<file path="src/design/mstw_pkg.sv">
// ----------------------------------------------------------------------------
// mstw_pkg
// Shared constants, codes and types of the minimum spanning tree weight block.
// ----------------------------------------------------------------------------
`default_nettype none

package mstw_pkg;

   localparam int DEF_MAX_NODES = 64;
   localparam int DEF_MAX_EDGES = 256;
   localparam int WEIGHT_W      = 16;
   localparam int STATUS_W      = 2;

   localparam logic [STATUS_W-1:0] ST_OK    = 2'd0;
   localparam logic [STATUS_W-1:0] ST_RANGE = 2'd1;
   localparam logic [STATUS_W-1:0] ST_FULL  = 2'd2;

   typedef enum logic [3:0] {
      S_IDLE,
      S_INIT,
      S_SCAN_RD,
      S_SCAN_CHK,
      S_PROC_RD,
      S_PROC_CHK,
      S_FINDA_RD,
      S_FINDA_CHK,
      S_FINDB_RD,
      S_FINDB_CHK,
      S_JOIN,
      S_OUT
   } back_state_type;

   typedef struct packed {
      logic idle;
      logic result_valid;
   } back_status_type;

endpackage

`default_nettype wire

</file>
<file path="src/design/mstw_ram.sv">
// ----------------------------------------------------------------------------
// mstw_ram
// Generic single write port, single read port RAM with registered read data.
// ----------------------------------------------------------------------------
`default_nettype none

module mstw_ram #(
   parameter int WIDTH  = 8,
   parameter int DEPTH  = 16,
   parameter int ADDR_W = (DEPTH > 1) ? $clog2(DEPTH) : 1
) (
   input  wire logic              clock,
   input  wire logic              wr_en,
   input  wire logic [ADDR_W-1:0] wr_addr,
   input  wire logic [WIDTH-1:0]  wr_data,
   input  wire logic [ADDR_W-1:0] rd_addr,
   output logic      [WIDTH-1:0]  rd_data
);

   logic [WIDTH-1:0] mem [DEPTH];
   logic [WIDTH-1:0] rd_data_ff;

   always_ff @(posedge clock) begin
      if (wr_en) begin
         mem[wr_addr] <= wr_data;
      end
      rd_data_ff <= mem[rd_addr];
   end

   assign rd_data = rd_data_ff;

endmodule

`default_nettype wire

</file>
<file path="src/design/mstw_back.sv">
// ----------------------------------------------------------------------------
// mstw_back
// Solver: weight-ordered passes over the edge store, disjoint-set walk, result.
// ----------------------------------------------------------------------------
`default_nettype none

module mstw_back #(
   parameter int MAX_NODES = mstw_pkg::DEF_MAX_NODES,
   parameter int MAX_EDGES = mstw_pkg::DEF_MAX_EDGES,
   parameter int NODE_W    = $clog2(MAX_NODES),
   parameter int FILL_W    = $clog2(MAX_EDGES + 1),
   parameter int ADDR_W    = (MAX_EDGES > 1) ? $clog2(MAX_EDGES) : 1,
   parameter int EDGE_W    = 2 * NODE_W + mstw_pkg::WEIGHT_W,
   parameter int JOB_W     = FILL_W + mstw_pkg::STATUS_W,
   parameter int TOT_W     = mstw_pkg::WEIGHT_W + NODE_W
) (
   input  wire logic                          clock,
   input  wire logic                          reset,
   input  wire logic                          job_valid,
   input  wire logic [JOB_W-1:0]              job_data,
   output logic                               job_pop,
   output logic      [ADDR_W-1:0]             edge_rd_addr,
   input  wire logic [EDGE_W-1:0]             edge_rd_data,
   output mstw_pkg::back_status_type          back_status,
   output logic                               rsp_valid,
   input  wire logic                          rsp_ready,
   output logic      [TOT_W-1:0]              rsp_total,
   output logic      [mstw_pkg::STATUS_W-1:0] rsp_status
);
   import mstw_pkg::*;

   localparam logic [NODE_W-1:0] LAST_NODE = NODE_W'(MAX_NODES - 1);

   back_state_type         state_ff, state_in;
   logic [FILL_W-1:0]      idx_ff, idx_in;
   logic [FILL_W-1:0]      fill_ff, fill_in;
   logic signed [WEIGHT_W-1:0] cur_ff, cur_in, best_ff, best_in, ew_ff, ew_in;
   logic                   have_cur_ff, have_cur_in, found_ff, found_in;
   logic [NODE_W-1:0]      node_ff, node_in, root_a_ff, root_a_in, dst_ff, dst_in;
   logic [TOT_W-1:0]       total_ff, total_in;
   logic [STATUS_W-1:0]    status_ff, status_in;
   logic                   rsp_valid_ff, rsp_valid_in;
   logic [TOT_W-1:0]       rsp_total_ff, rsp_total_in;
   logic [STATUS_W-1:0]    rsp_status_ff, rsp_status_in;

   logic                   par_wr_en;
   logic [NODE_W-1:0]      par_wr_addr, par_wr_data, par_rd_data;

   logic [NODE_W-1:0]      e_src, e_dst;
   logic signed [WEIGHT_W-1:0] e_w;

   assign {e_src, e_dst, e_w} = edge_rd_data;

   mstw_ram #(.WIDTH(NODE_W), .DEPTH(MAX_NODES), .ADDR_W(NODE_W)) u_parent (
      .clock   (clock),
      .wr_en   (par_wr_en),
      .wr_addr (par_wr_addr),
      .wr_data (par_wr_data),
      .rd_addr (node_ff),
      .rd_data (par_rd_data)
   );

   always_comb begin
      state_in      = state_ff;
      idx_in        = idx_ff;
      fill_in       = fill_ff;
      cur_in        = cur_ff;
      best_in       = best_ff;
      ew_in         = ew_ff;
      have_cur_in   = have_cur_ff;
      found_in      = found_ff;
      node_in       = node_ff;
      root_a_in     = root_a_ff;
      dst_in        = dst_ff;
      total_in      = total_ff;
      status_in     = status_ff;
      rsp_valid_in  = rsp_valid_ff && !rsp_ready;
      rsp_total_in  = rsp_total_ff;
      rsp_status_in = rsp_status_ff;
      job_pop       = 1'b0;
      par_wr_en     = 1'b0;
      par_wr_addr   = node_ff;
      par_wr_data   = node_ff;
      unique case (state_ff)
         S_IDLE: begin
            if (job_valid) begin
               job_pop                = 1'b1;
               {status_in, fill_in}   = job_data;
               total_in               = '0;
               node_in                = '0;
               state_in = (job_data[JOB_W-1 -: STATUS_W] != ST_OK) ? S_OUT : S_INIT;
            end
         end
         S_INIT: begin
            // Point every node at itself.
            par_wr_en = 1'b1;
            node_in   = node_ff + 1'b1;
            if (node_ff == LAST_NODE) begin
               have_cur_in = 1'b0;
               found_in    = 1'b0;
               idx_in      = '0;
               state_in    = S_SCAN_RD;
            end
         end
         S_SCAN_RD: begin
            if (idx_ff == fill_ff) begin
               idx_in   = '0;
               cur_in   = best_ff;
               have_cur_in = 1'b1;
               state_in = found_ff ? S_PROC_RD : S_OUT;
            end else begin
               state_in = S_SCAN_CHK;
            end
         end
         S_SCAN_CHK: begin
            // Smallest weight above the weight just handled.
            if ((!have_cur_ff || e_w > cur_ff) && (!found_ff || e_w < best_ff)) begin
               best_in  = e_w;
               found_in = 1'b1;
            end
            idx_in   = idx_ff + 1'b1;
            state_in = S_SCAN_RD;
         end
         S_PROC_RD: begin
            if (idx_ff == fill_ff) begin
               idx_in   = '0;
               found_in = 1'b0;
               state_in = S_SCAN_RD;
            end else begin
               state_in = S_PROC_CHK;
            end
         end
         S_PROC_CHK: begin
            if (e_w == cur_ff) begin
               node_in  = e_src;
               dst_in   = e_dst;
               ew_in    = e_w;
               state_in = S_FINDA_RD;
            end else begin
               idx_in   = idx_ff + 1'b1;
               state_in = S_PROC_RD;
            end
         end
         S_FINDA_RD: state_in = S_FINDA_CHK;
         S_FINDA_CHK: begin
            if (par_rd_data == node_ff) begin
               root_a_in = node_ff;
               node_in   = dst_ff;
               state_in  = S_FINDB_RD;
            end else begin
               node_in   = par_rd_data;
               state_in  = S_FINDA_RD;
            end
         end
         S_FINDB_RD: state_in = S_FINDB_CHK;
         S_FINDB_CHK: begin
            if (par_rd_data == node_ff) begin
               state_in = S_JOIN;
            end else begin
               node_in  = par_rd_data;
               state_in = S_FINDB_RD;
            end
         end
         S_JOIN: begin
            // Different roots: hang the first tree under the second, count it.
            if (root_a_ff != node_ff) begin
               par_wr_en   = 1'b1;
               par_wr_addr = root_a_ff;
               par_wr_data = node_ff;
               total_in    = total_ff + TOT_W'(ew_ff);
            end
            idx_in   = idx_ff + 1'b1;
            state_in = S_PROC_RD;
         end
         S_OUT: begin
            if (!rsp_valid_ff || rsp_ready) begin
               rsp_valid_in  = 1'b1;
               rsp_total_in  = total_ff;
               rsp_status_in = status_ff;
               state_in      = S_IDLE;
            end
         end
         default: state_in = S_IDLE;
      endcase
   end

   assign edge_rd_addr            = idx_ff[ADDR_W-1:0];
   assign back_status.idle        = (state_ff == S_IDLE);
   assign back_status.result_valid = rsp_valid_ff;
   assign rsp_valid               = rsp_valid_ff;
   assign rsp_total               = rsp_total_ff;
   assign rsp_status              = rsp_status_ff;

   always_ff @(posedge clock) begin
      if (reset) begin
         state_ff     <= S_IDLE;
         rsp_valid_ff <= 1'b0;
      end else begin
         state_ff     <= state_in;
         rsp_valid_ff <= rsp_valid_in;
      end
      idx_ff        <= idx_in;
      fill_ff       <= fill_in;
      cur_ff        <= cur_in;
      best_ff       <= best_in;
      ew_ff         <= ew_in;
      have_cur_ff   <= have_cur_in;
      found_ff      <= found_in;
      node_ff       <= node_in;
      root_a_ff     <= root_a_in;
      dst_ff        <= dst_in;
      total_ff      <= total_in;
      status_ff     <= status_in;
      rsp_total_ff  <= rsp_total_in;
      rsp_status_ff <= rsp_status_in;
   end

endmodule

`default_nettype wire

</file>
<file path="config.mk">
export PLATFORM = sky130hd
export DESIGN_NAME = mstw_back
export DESIGN_NICKNAME = d
export VERILOG_FILES = /design/src/design/mstw_pkg.sv /design/src/design/mstw_ram.sv /design/src/design/mstw_back.sv
export SDC_FILE = /design/constraint.sdc
export NUM_CORES = 1
export LEC_CHECK = 0
export CAP_MARGIN = 20
export CORE_MARGIN = 3
export CORE_UTILIZATION = 60
export CTS_BUF_LIST = sky130_fd_sc_hd__clkbuf_8
export CTS_CLUSTER_DIAMETER = 200
export CTS_CLUSTER_SIZE = 10
export DETAILED_ROUTE_END_ITERATION = 7
export DONT_BUFFER_PORTS = 1
export PLACE_DENSITY = 0.76
export SLEW_MARGIN = 20
export SYNTH_ARGS = -nofsm -noshare
export SYNTH_HDL_FRONTEND = slang
export SYNTH_HIERARCHICAL = 1
export SYNTH_SLANG_ARGS = --single-unit
</file>
<file path="constraint.sdc">
create_clock -name clock -period 2.95 [get_ports clock]
set_clock_uncertainty 0.05 [all_clocks]
set_input_delay 0.295 -clock clock [delete_from_list [all_inputs] [get_ports clock]]
set_output_delay 0.295 -clock clock [all_outputs]
set_load 0.05 [all_outputs]
</file>
==> flow_metrics.py, run 1 <==
metrics = {
    "yosys": {
        "synth_area_um2": 22500,
        "synth_compound_area_share_pct": 5.15,
        "synth.distinct_cells": 66,
        "synth_area_per_cell_um2": 16.7,
        "yosysMostFrequentCell": "edfxtp_1",
        "yosys_warnings": 6,
        "ys_seq_area_share_pct": 70.1,
        "synthXorXnorAreaFrac_pct": 1.99,
        "yosys-top-cells-area": "edfxtp_1 69%, mux4_2 8.7%, ha_1 3.0%, nor2_1 2.0%, xnor2_1 1.2%",
        "yosys.area_share.simple_pct": 6.56,
        "post_synth_mux_area_share_pct": 10.6,
        "yosysTopAreaCell": "edfxtp_1",
        "syn_nets": 1447,
        "synthTopCellsByCount": "518 x edfxtp_1, 118 x nor2_1, 87 x mux4_2",
        "async_flop_share_pct": 0,
        "synth-seq-cells": 529,
        "synth_top_area_share_pct": 69.1,
        "synthFlopType": "edfxtp_1",
        "synth_edf_count": 518,
        "synth_top_family_by_area": "multiplexers",
        "synthAdderAreaFrac_pct": 3.09,
        "synth_cells": 1349,
    },
    "setup_path": {
        "required_ps": 3230,
        "arrival_ps": 3060,
        "path_max_fanout": 16,
        "cp-start-kind": "flop",
        "reg2reg_from": "cur_ff[15]",
        "path_class": "flop to flop",
        "critPathCaptureType": "flop",
        "worstSetupStartpoint": "cur_ff[15]",
        "r2r_setup_slack_ps": 170,
        "regToRegEndpoint": "best_ff[10]",
        "endpoint": "best_ff[10]",
        "r2r.worst_path.cells": 9,
    },
    "placed_design": {
        "dp_slack_ps": 180,
        "place_hpwl_um": 29700,
        "dpl-instance-area_um2": 23700,
        "place_congestion": 0.879,
        "io_buffers": 0,
    },
    "finish": {
        "nets": 1596,
        "area_growth_pct": 11.4,
        "stdcell_area_um2": 25100,
        "drive_gt1_share_pct": 19.7,
        "antenna_cells": 0,
    },
    "clock_network": {
        "cts_tree": "yes",
        "clk_latency_ps": 670,
        "cts_buffers": 58,
        "cts.sinks": 529,
        "ctsRootBufferMaster": "clkbuf_8",
        "htree_levels": 2,
        "clkSlewWorstSetupHoldPaths_ps": 80,
        "clock_path_buffers": 3,
    },
    "sta": {
        "period_needed_ps": 2780,
        "hold_viol": 0,
        "period_share_pct": 94.2,
        "hold_ws_ps": 155,
        "setup_tns_ps": 0,
        "rsz0062_at_grt": "no",
        "worst_pin_slew_ps": 775,
        "timing.fmax_mhz": 360,
        "worst_slack_ps": 172,
        "setup_viol": 0,
        "slew_viol_final": 0,
        "max_slew_margin_pct": 48.3,
    },
    "global_route": {
        "antenna_found_initial": 0,
        "grt_max_degree": 105,
        "track_usage_pct": 23.8,
        "grt_pass1_vias": 12408,
        "grt_overflow": 0,
        "grt_pass1_wl_um": 71500,
    },
    "detailed_routing": {
        "drt.antenna.violating_nets": 0,
        "vias_per_cell": 6.33,
        "first_pass_iters": 5,
        "vias": 12608,
        "wl_per_cell_um": 23.6,
        "routed_wl_um": 47000,
        "drtIter0Drc": 986,
        "route.detailed.drc": 0,
    },
    "worst_hold_path": {
        "hp-class": "input pin to flop",
        "whs_path_depth": 5,
    },
    "floorplanning": {
        "io-pin-count": 79,
        "die_area_um2": 39900,
        "dieHeight_um": 200,
        "rows": 70,
        "die_w_um": 200,
        "core_um2": 36800,
        "start_util_pct": 61.2,
    },
    "power": {
        "finalPower_mw": 21.5,
        "power_density_nw_per_um2": 856,
        "ir_drop_mv": 0.482,
        "p_leak_nw": 8.47,
    },
    "outcome": {
        "status": "completed",
    },
    "flow_run": {
        "maxCapViolCount": 0,
    },
}
final cells by class:
cell class	count	area (µm²)
Sequential cell	529	15800
Fill cell	2365	11700
Multi-Input combinational cell	711	6250
Timing Repair Buffer	154	1360
Clock buffer	59	812
Tap cell	468	586
Inverter	44	165
Clock inverter	27	105
stage by stage:
| stage | utilization [%] | cells |
|---|---|---|
| final | 68.1 | 1992 |
| after global routing | 68.1 | 1992 |
| after CTS | 68.1 | 1992 |
| after detailed placement | 64.4 | 1863 |
| after global placement | 64.4 | 1863 |
| after floorplan | - | 1349 |
cells by family after synthesis:
group | after synthesis
flip-flops | 529
adder cells (fa/ha/maj) | 55
XOR/XNOR | 51
multiplexers | 119
AND/OR/NAND/NOR | 314
buffers and inverters | 109
AO/OA/AOI/OAI | 172
worst min-delay path by stage:
stage | startpoint | end | slack [ps]
floorplan | reset | rsp_valid | 310
global placement | reset | rsp_valid | 310
detailed placement | reset | rsp_valid | 320
CTS | job_data[9] | state_ff[3] | 90
global route | job_data[9] | state_ff[3] | 120
finish | job_data[9] | state_ff[3] | 160
registers in the layout, summed over array words and instances (netlist names), 4 cells and up:
name              flops
rsp_total            22
total_ff             22
node_ff               6
state_ff              4
fill_ff               9
best_ff              16
u_parent/mem        384
dst_ff                6
idx_ff                9
u_parent/rd_data      6
root_a_ff             6
ew_ff                16
cur_ff               16
worst max-delay path, stage by stage (launching register included):
cell and delay [ps]:
edfxtp_1 330, inv_1 40, ha_1 310, nand4_1 200, or4_1 620, a21oi_1 150, o22ai_1 100, a22oi_2 230
and2_1 230, buf_12 170
layout by cell type (no fill, tap or decap), drive strengths merged, types with 20 or more instances in the layout:
cell | netlist | final
edfxtp | 518 | 518
nor2 | 118 | 118
buf | 34 | 111
mux4 | 93 | 93
inv | 44 | 70
nand2 | 69 | 69
clkbuf | 31 | 59
ha | 54 | 54
a21oi | 46 | 46
dlygate4sd3 | 0 | 43
o21ai | 31 | 31
xnor2 | 30 | 30
nand3 | 29 | 29
xor2 | 21 | 21
nor2b | 20 | 20
what timing repair did:
action | in CTS | in global routing
hold buffers | 43 | 0
hold endpoints to repair | 60 | 0
endpoints found under the setup margin | 0 | 42
gates resized for setup | 0 | 1
buffers inserted | 0 | 0
power by group:
group          leakage [nW]  internal, mW  switching [mW]  total (mW)
combinational          3.10          2.86            4.46        7.31
sequential             4.81          9.61           0.314        9.93
clock                 0.563          1.81            2.40        4.21
metal layers:
layer	vias to the layer above	wire length [µm]	GRT usage, %
li1	5580	-	-
met1	6318	19500	34.7
met2	620	22000	36.8
met3	90	4440	5.53
met4	0	1140	6.88
met5	-	0	0
Power figures use the tool's default switching activity.
==> run 2: changes to the inputs <==
--- a/config.mk
+++ b/config.mk
@@ -5,7 +5,9 @@
 export SDC_FILE = /design/constraint.sdc
 export NUM_CORES = 1
 export LEC_CHECK = 0
+export ABC_AREA = 1
 export CAP_MARGIN = 20
+export CORE_ASPECT_RATIO = 0.7
 export CORE_MARGIN = 3
 export CORE_UTILIZATION = 60
 export CTS_BUF_LIST = sky130_fd_sc_hd__clkbuf_8
==> run 2 against run 1 <==
- via count up 29%
- synthesized area up 4.3%
- register-to-register slack worse by 80 ps
- final cell count up 39%
- die area up 4.3%
- hold slack worse by 35 ps
- flip-flop and latch count unchanged
- global-route usage up 2.9 points
- non-clock buffer count down 32
- utilization down 0.16 points
- clock power about the same
- critical endpoint is now u_parent/mem[24][2]
==> flow_metrics.py, run 2 <==
metrics = {
    "global_route": {
        "antenna_found_initial": 0,
        "grt_max_degree": 130,
        "grt_pass1_vias": 15445,
        "grt_overflow": 0,
        "grt_pass1_wl_um": 86200,
        "track_usage_pct": 26.7,
    },
    "setup_path": {
        "reg2reg_from": "state_ff[2]",
        "cp-start-kind": "flop",
        "path_cells": "inv_1, nand2_2, nor2_4, buf_4, o21ai_0, nand3_1, nor2_1",
        "r2r_setup_slack_ps": 90,
        "required_ps": 3160,
        "arrival_ps": 3070,
        "worst_path_dominant_cell_family": "simple AND/OR/NAND/NOR gates",
        "path_class": "flop to flop",
        "path_max_fanout": 11,
        "r2r.worst_path.cells": 7,
        "critPathCaptureType": "flop",
        "crit_slowest_cell": "nor2_1",
        "max_stage_delay_ps": 610,
        "path_buf_inv": 2,
        "regToRegEndpoint": "u_parent/mem[24][2]",
    },
    "sta": {
        "max_slew_margin_pct": 54.7,
        "worst_pin_slew_ps": 680,
        "setup_tns_ps": 0,
        "period_needed_ps": 2860,
        "slew_viol_final": 0,
        "period_share_pct": 97.0,
        "rsz0062_at_grt": "yes",
        "setup_viol": 0,
        "hold_viol": 0,
        "timing.fmax_mhz": 349,
    },
    "power": {
        "p_leak_nw": 9.79,
        "ir_drop_mv": 0.579,
        "seqPwrFrac_pct": 43.2,
        "p_int_mw": 13.9,
        "swShare_pct": 40.1,
        "clockPowerShare_pct": 18.2,
        "power_density_nw_per_um2": 901,
        "combPwrFrac_pct": 38.5,
        "p_switching_mw": 9.28,
    },
    "clock_network": {
        "cts_tree": "yes",
        "clock_path_buffers": 3,
        "htree_levels": 2,
        "clkSlewWorstSetupHoldPaths_ps": 80,
        "post_cts_buffers": 0,
        "clk_latency_ps": 640,
        "cts_buffers": 58,
        "ctsRootBufferMaster": "clkbuf_8",
        "cts.sinks": 529,
    },
    "finish": {
        "final_cell_mix": "638 x nand2_1, 518 x edfxtp_1, 358 x nand3_1, 144 x inv_1, 117 x nor2_1",
        "largest-register": "u_parent/mem",
        "fillers": 2744,
        "final_common_cell": "nand2_1",
        "area_growth_pct": 9.66,
        "post-route-util_pct": 68.0,
        "drive_gt1_share_pct": 9.37,
        "largest_reg_flops": 384,
        "nets": 2327,
    },
    "yosys": {
        "synth_edf_count": 518,
        "yosysMostFrequentCell": "nand2_1",
        "synth.distinct_cells": 50,
        "synth_cells": 2142,
        "synth-seq-cells": 529,
        "async_flop_share_pct": 0,
        "syn_nets": 2240,
        "ys_seq_area_share_pct": 67.2,
        "yosysTopAreaCell": "edfxtp_1",
        "yosys-top-cells-area": "edfxtp_1 66%, nand2_1 10%, nand3_1 7.6%, ha_1 2.9%, nor2_1 2.0%",
        "yosys_warnings": 6,
        "synth_area_per_cell_um2": 11.0,
        "synthFlopType": "edfxtp_1",
        "synthTopCellsByCount": "638 x nand2_1, 518 x edfxtp_1, 358 x nand3_1",
        "synth_area_um2": 23500,
        "synth_top_area_share_pct": 66.3,
    },
    "worst_hold_path": {
        "whs_path_depth": 6,
        "min_from": "job_data[9]",
        "hp-class": "input pin to flop",
        "hold_end": "state_ff[3]",
    },
    "detailed_routing": {
        "wl_per_cell_um": 20.1,
        "first_pass_iters": 6,
        "drtIter0Drc": 1913,
        "dr_wl_met3_um": 6590,
        "topRoutingLayerUsed": "met4",
        "routed_wl_um": 55800,
        "dr_wl_met2_um": 23900,
        "vias_per_cell": 5.88,
        "vias": 16312,
        "wl_met1_um": 24700,
        "drt.antenna.violating_nets": 0,
        "route.detailed.drc": 0,
    },
    "placed_design": {
        "place_congestion": 0.941,
        "place_hpwl_um": 36000,
        "io_buffers": 0,
    },
    "floorplanning": {
        "die_area_um2": 41600,
        "rows": 59,
        "io-pin-count": 79,
        "core_um2": 37900,
        "start_util_pct": 62.0,
        "dieHeight_um": 171,
        "die_w_um": 242,
    },
    "outcome": {
        "status": "completed",
    },
    "flow_run": {
        "maxCapViolCount": 0,
    },
}
==> run 2: what timing repair did <==
action,in CTS,in global routing
resized for setup,0,10
endpoints found under the setup margin,0,84
endpoints found under the hold margin,60,0
hold buffers,43,0
==> run 2: power groups by stage <==
| stage | registers [mW] | clock network [mW] | logic [mW] |
|---|---|---|---|
| 6_report | 10.0 | 4.22 | 8.93 |
| 3_3_place_gp | 10.2 | 0 | 8.47 |
| 3_5_place_dp | 10.2 | 0 | 8.66 |
| 5_1_grt | 10.1 | 4.61 | 9.82 |
| 4_1_cts | 10.0 | 4.30 | 8.76 |
| 2_1_floorplan | 10.5 | 0 | 5.67 |
==> run 2: logic make-up (layout without fill, tap and decap cells) <==
family / after synthesis / in the layout / share of synthesized area, %
AND/OR/NAND/NOR: 1187 / 1187 / 21.7
flip-flops: 529 / 529 / 67.2
buffers and inverters: 229 / 340 / 4.33
AO/OA/AOI/OAI: 129 / 129 / 3.28
adder cells (fa/ha/maj): 55 / 55 / 2.96
XOR/XNOR: 13 / 13 / 0.485
other: 0 / 1 / 0
==> run 2: worst register-to-register path, stage by stage (launching register included) <==
cell	delay, ps
dfxtp_1	390
inv_1	80
nand2_2	120
nor2_4	70
buf_4	170
o21ai_0	440
nand3_1	550
nor2_1	610
==> run 2: worst max path at each step <==
stage	startpoint	to	slack, ps	cells after the start
2_1_floorplan	node_ff[2]	u_parent/mem[49][0]	-240	9
3_3_place_gp	state_ff[1]	u_parent/mem[24][2]	290	9
3_5_place_dp	state_ff[0]	u_parent/mem[27][1]	150	7
4_1_cts	state_ff[2]	u_parent/mem[27][3]	130	7
5_1_grt	state_ff[2]	u_parent/mem[31][5]	-100	7
6_report	state_ff[2]	u_parent/mem[24][2]	90	7
==> run 2: area by class of cell <==
type / count / area, µm² / area share [%]
sequential: 529 / 15800 / 61.3
clock inverter: 25 / 97.6 / 0.379
clock buffer: 59 / 812 / 3.16
tap: 518 / 648 / 2.52
multi-input combinational: 1384 / 6780 / 26.4
antenna: 1 / 2.50 / 0.00972
timing repair buffer: 122 / 1110 / 4.32
inverter: 134 / 505 / 1.96
==> run 2: routing by layer <==
| metal | vias up | global-route usage, % |
|---|---|---|
| met3 | 75 | 7.64 |
| met5 | - | 0 |
| li1 | 7590 | - |
| met4 | 0 | 5.56 |
| met1 | 7823 | 40.8 |
| met2 | 824 | 38.5 |
==> run 2: per-stage QoR <==
stage	instance area, µm²	cells	hold slack [ps]	power, mW	worst slack (ps)
final	25700	2772	120	23.2	88.5
after global routing	25700	2771	155	24.5	-104
after CTS	25700	2771	78.6	23.1	129
after detailed placement	24400	2644	317	18.8	148
after global placement	24400	2644	316	18.6	291
after floorplan	23500	2142	314	16.2	-238
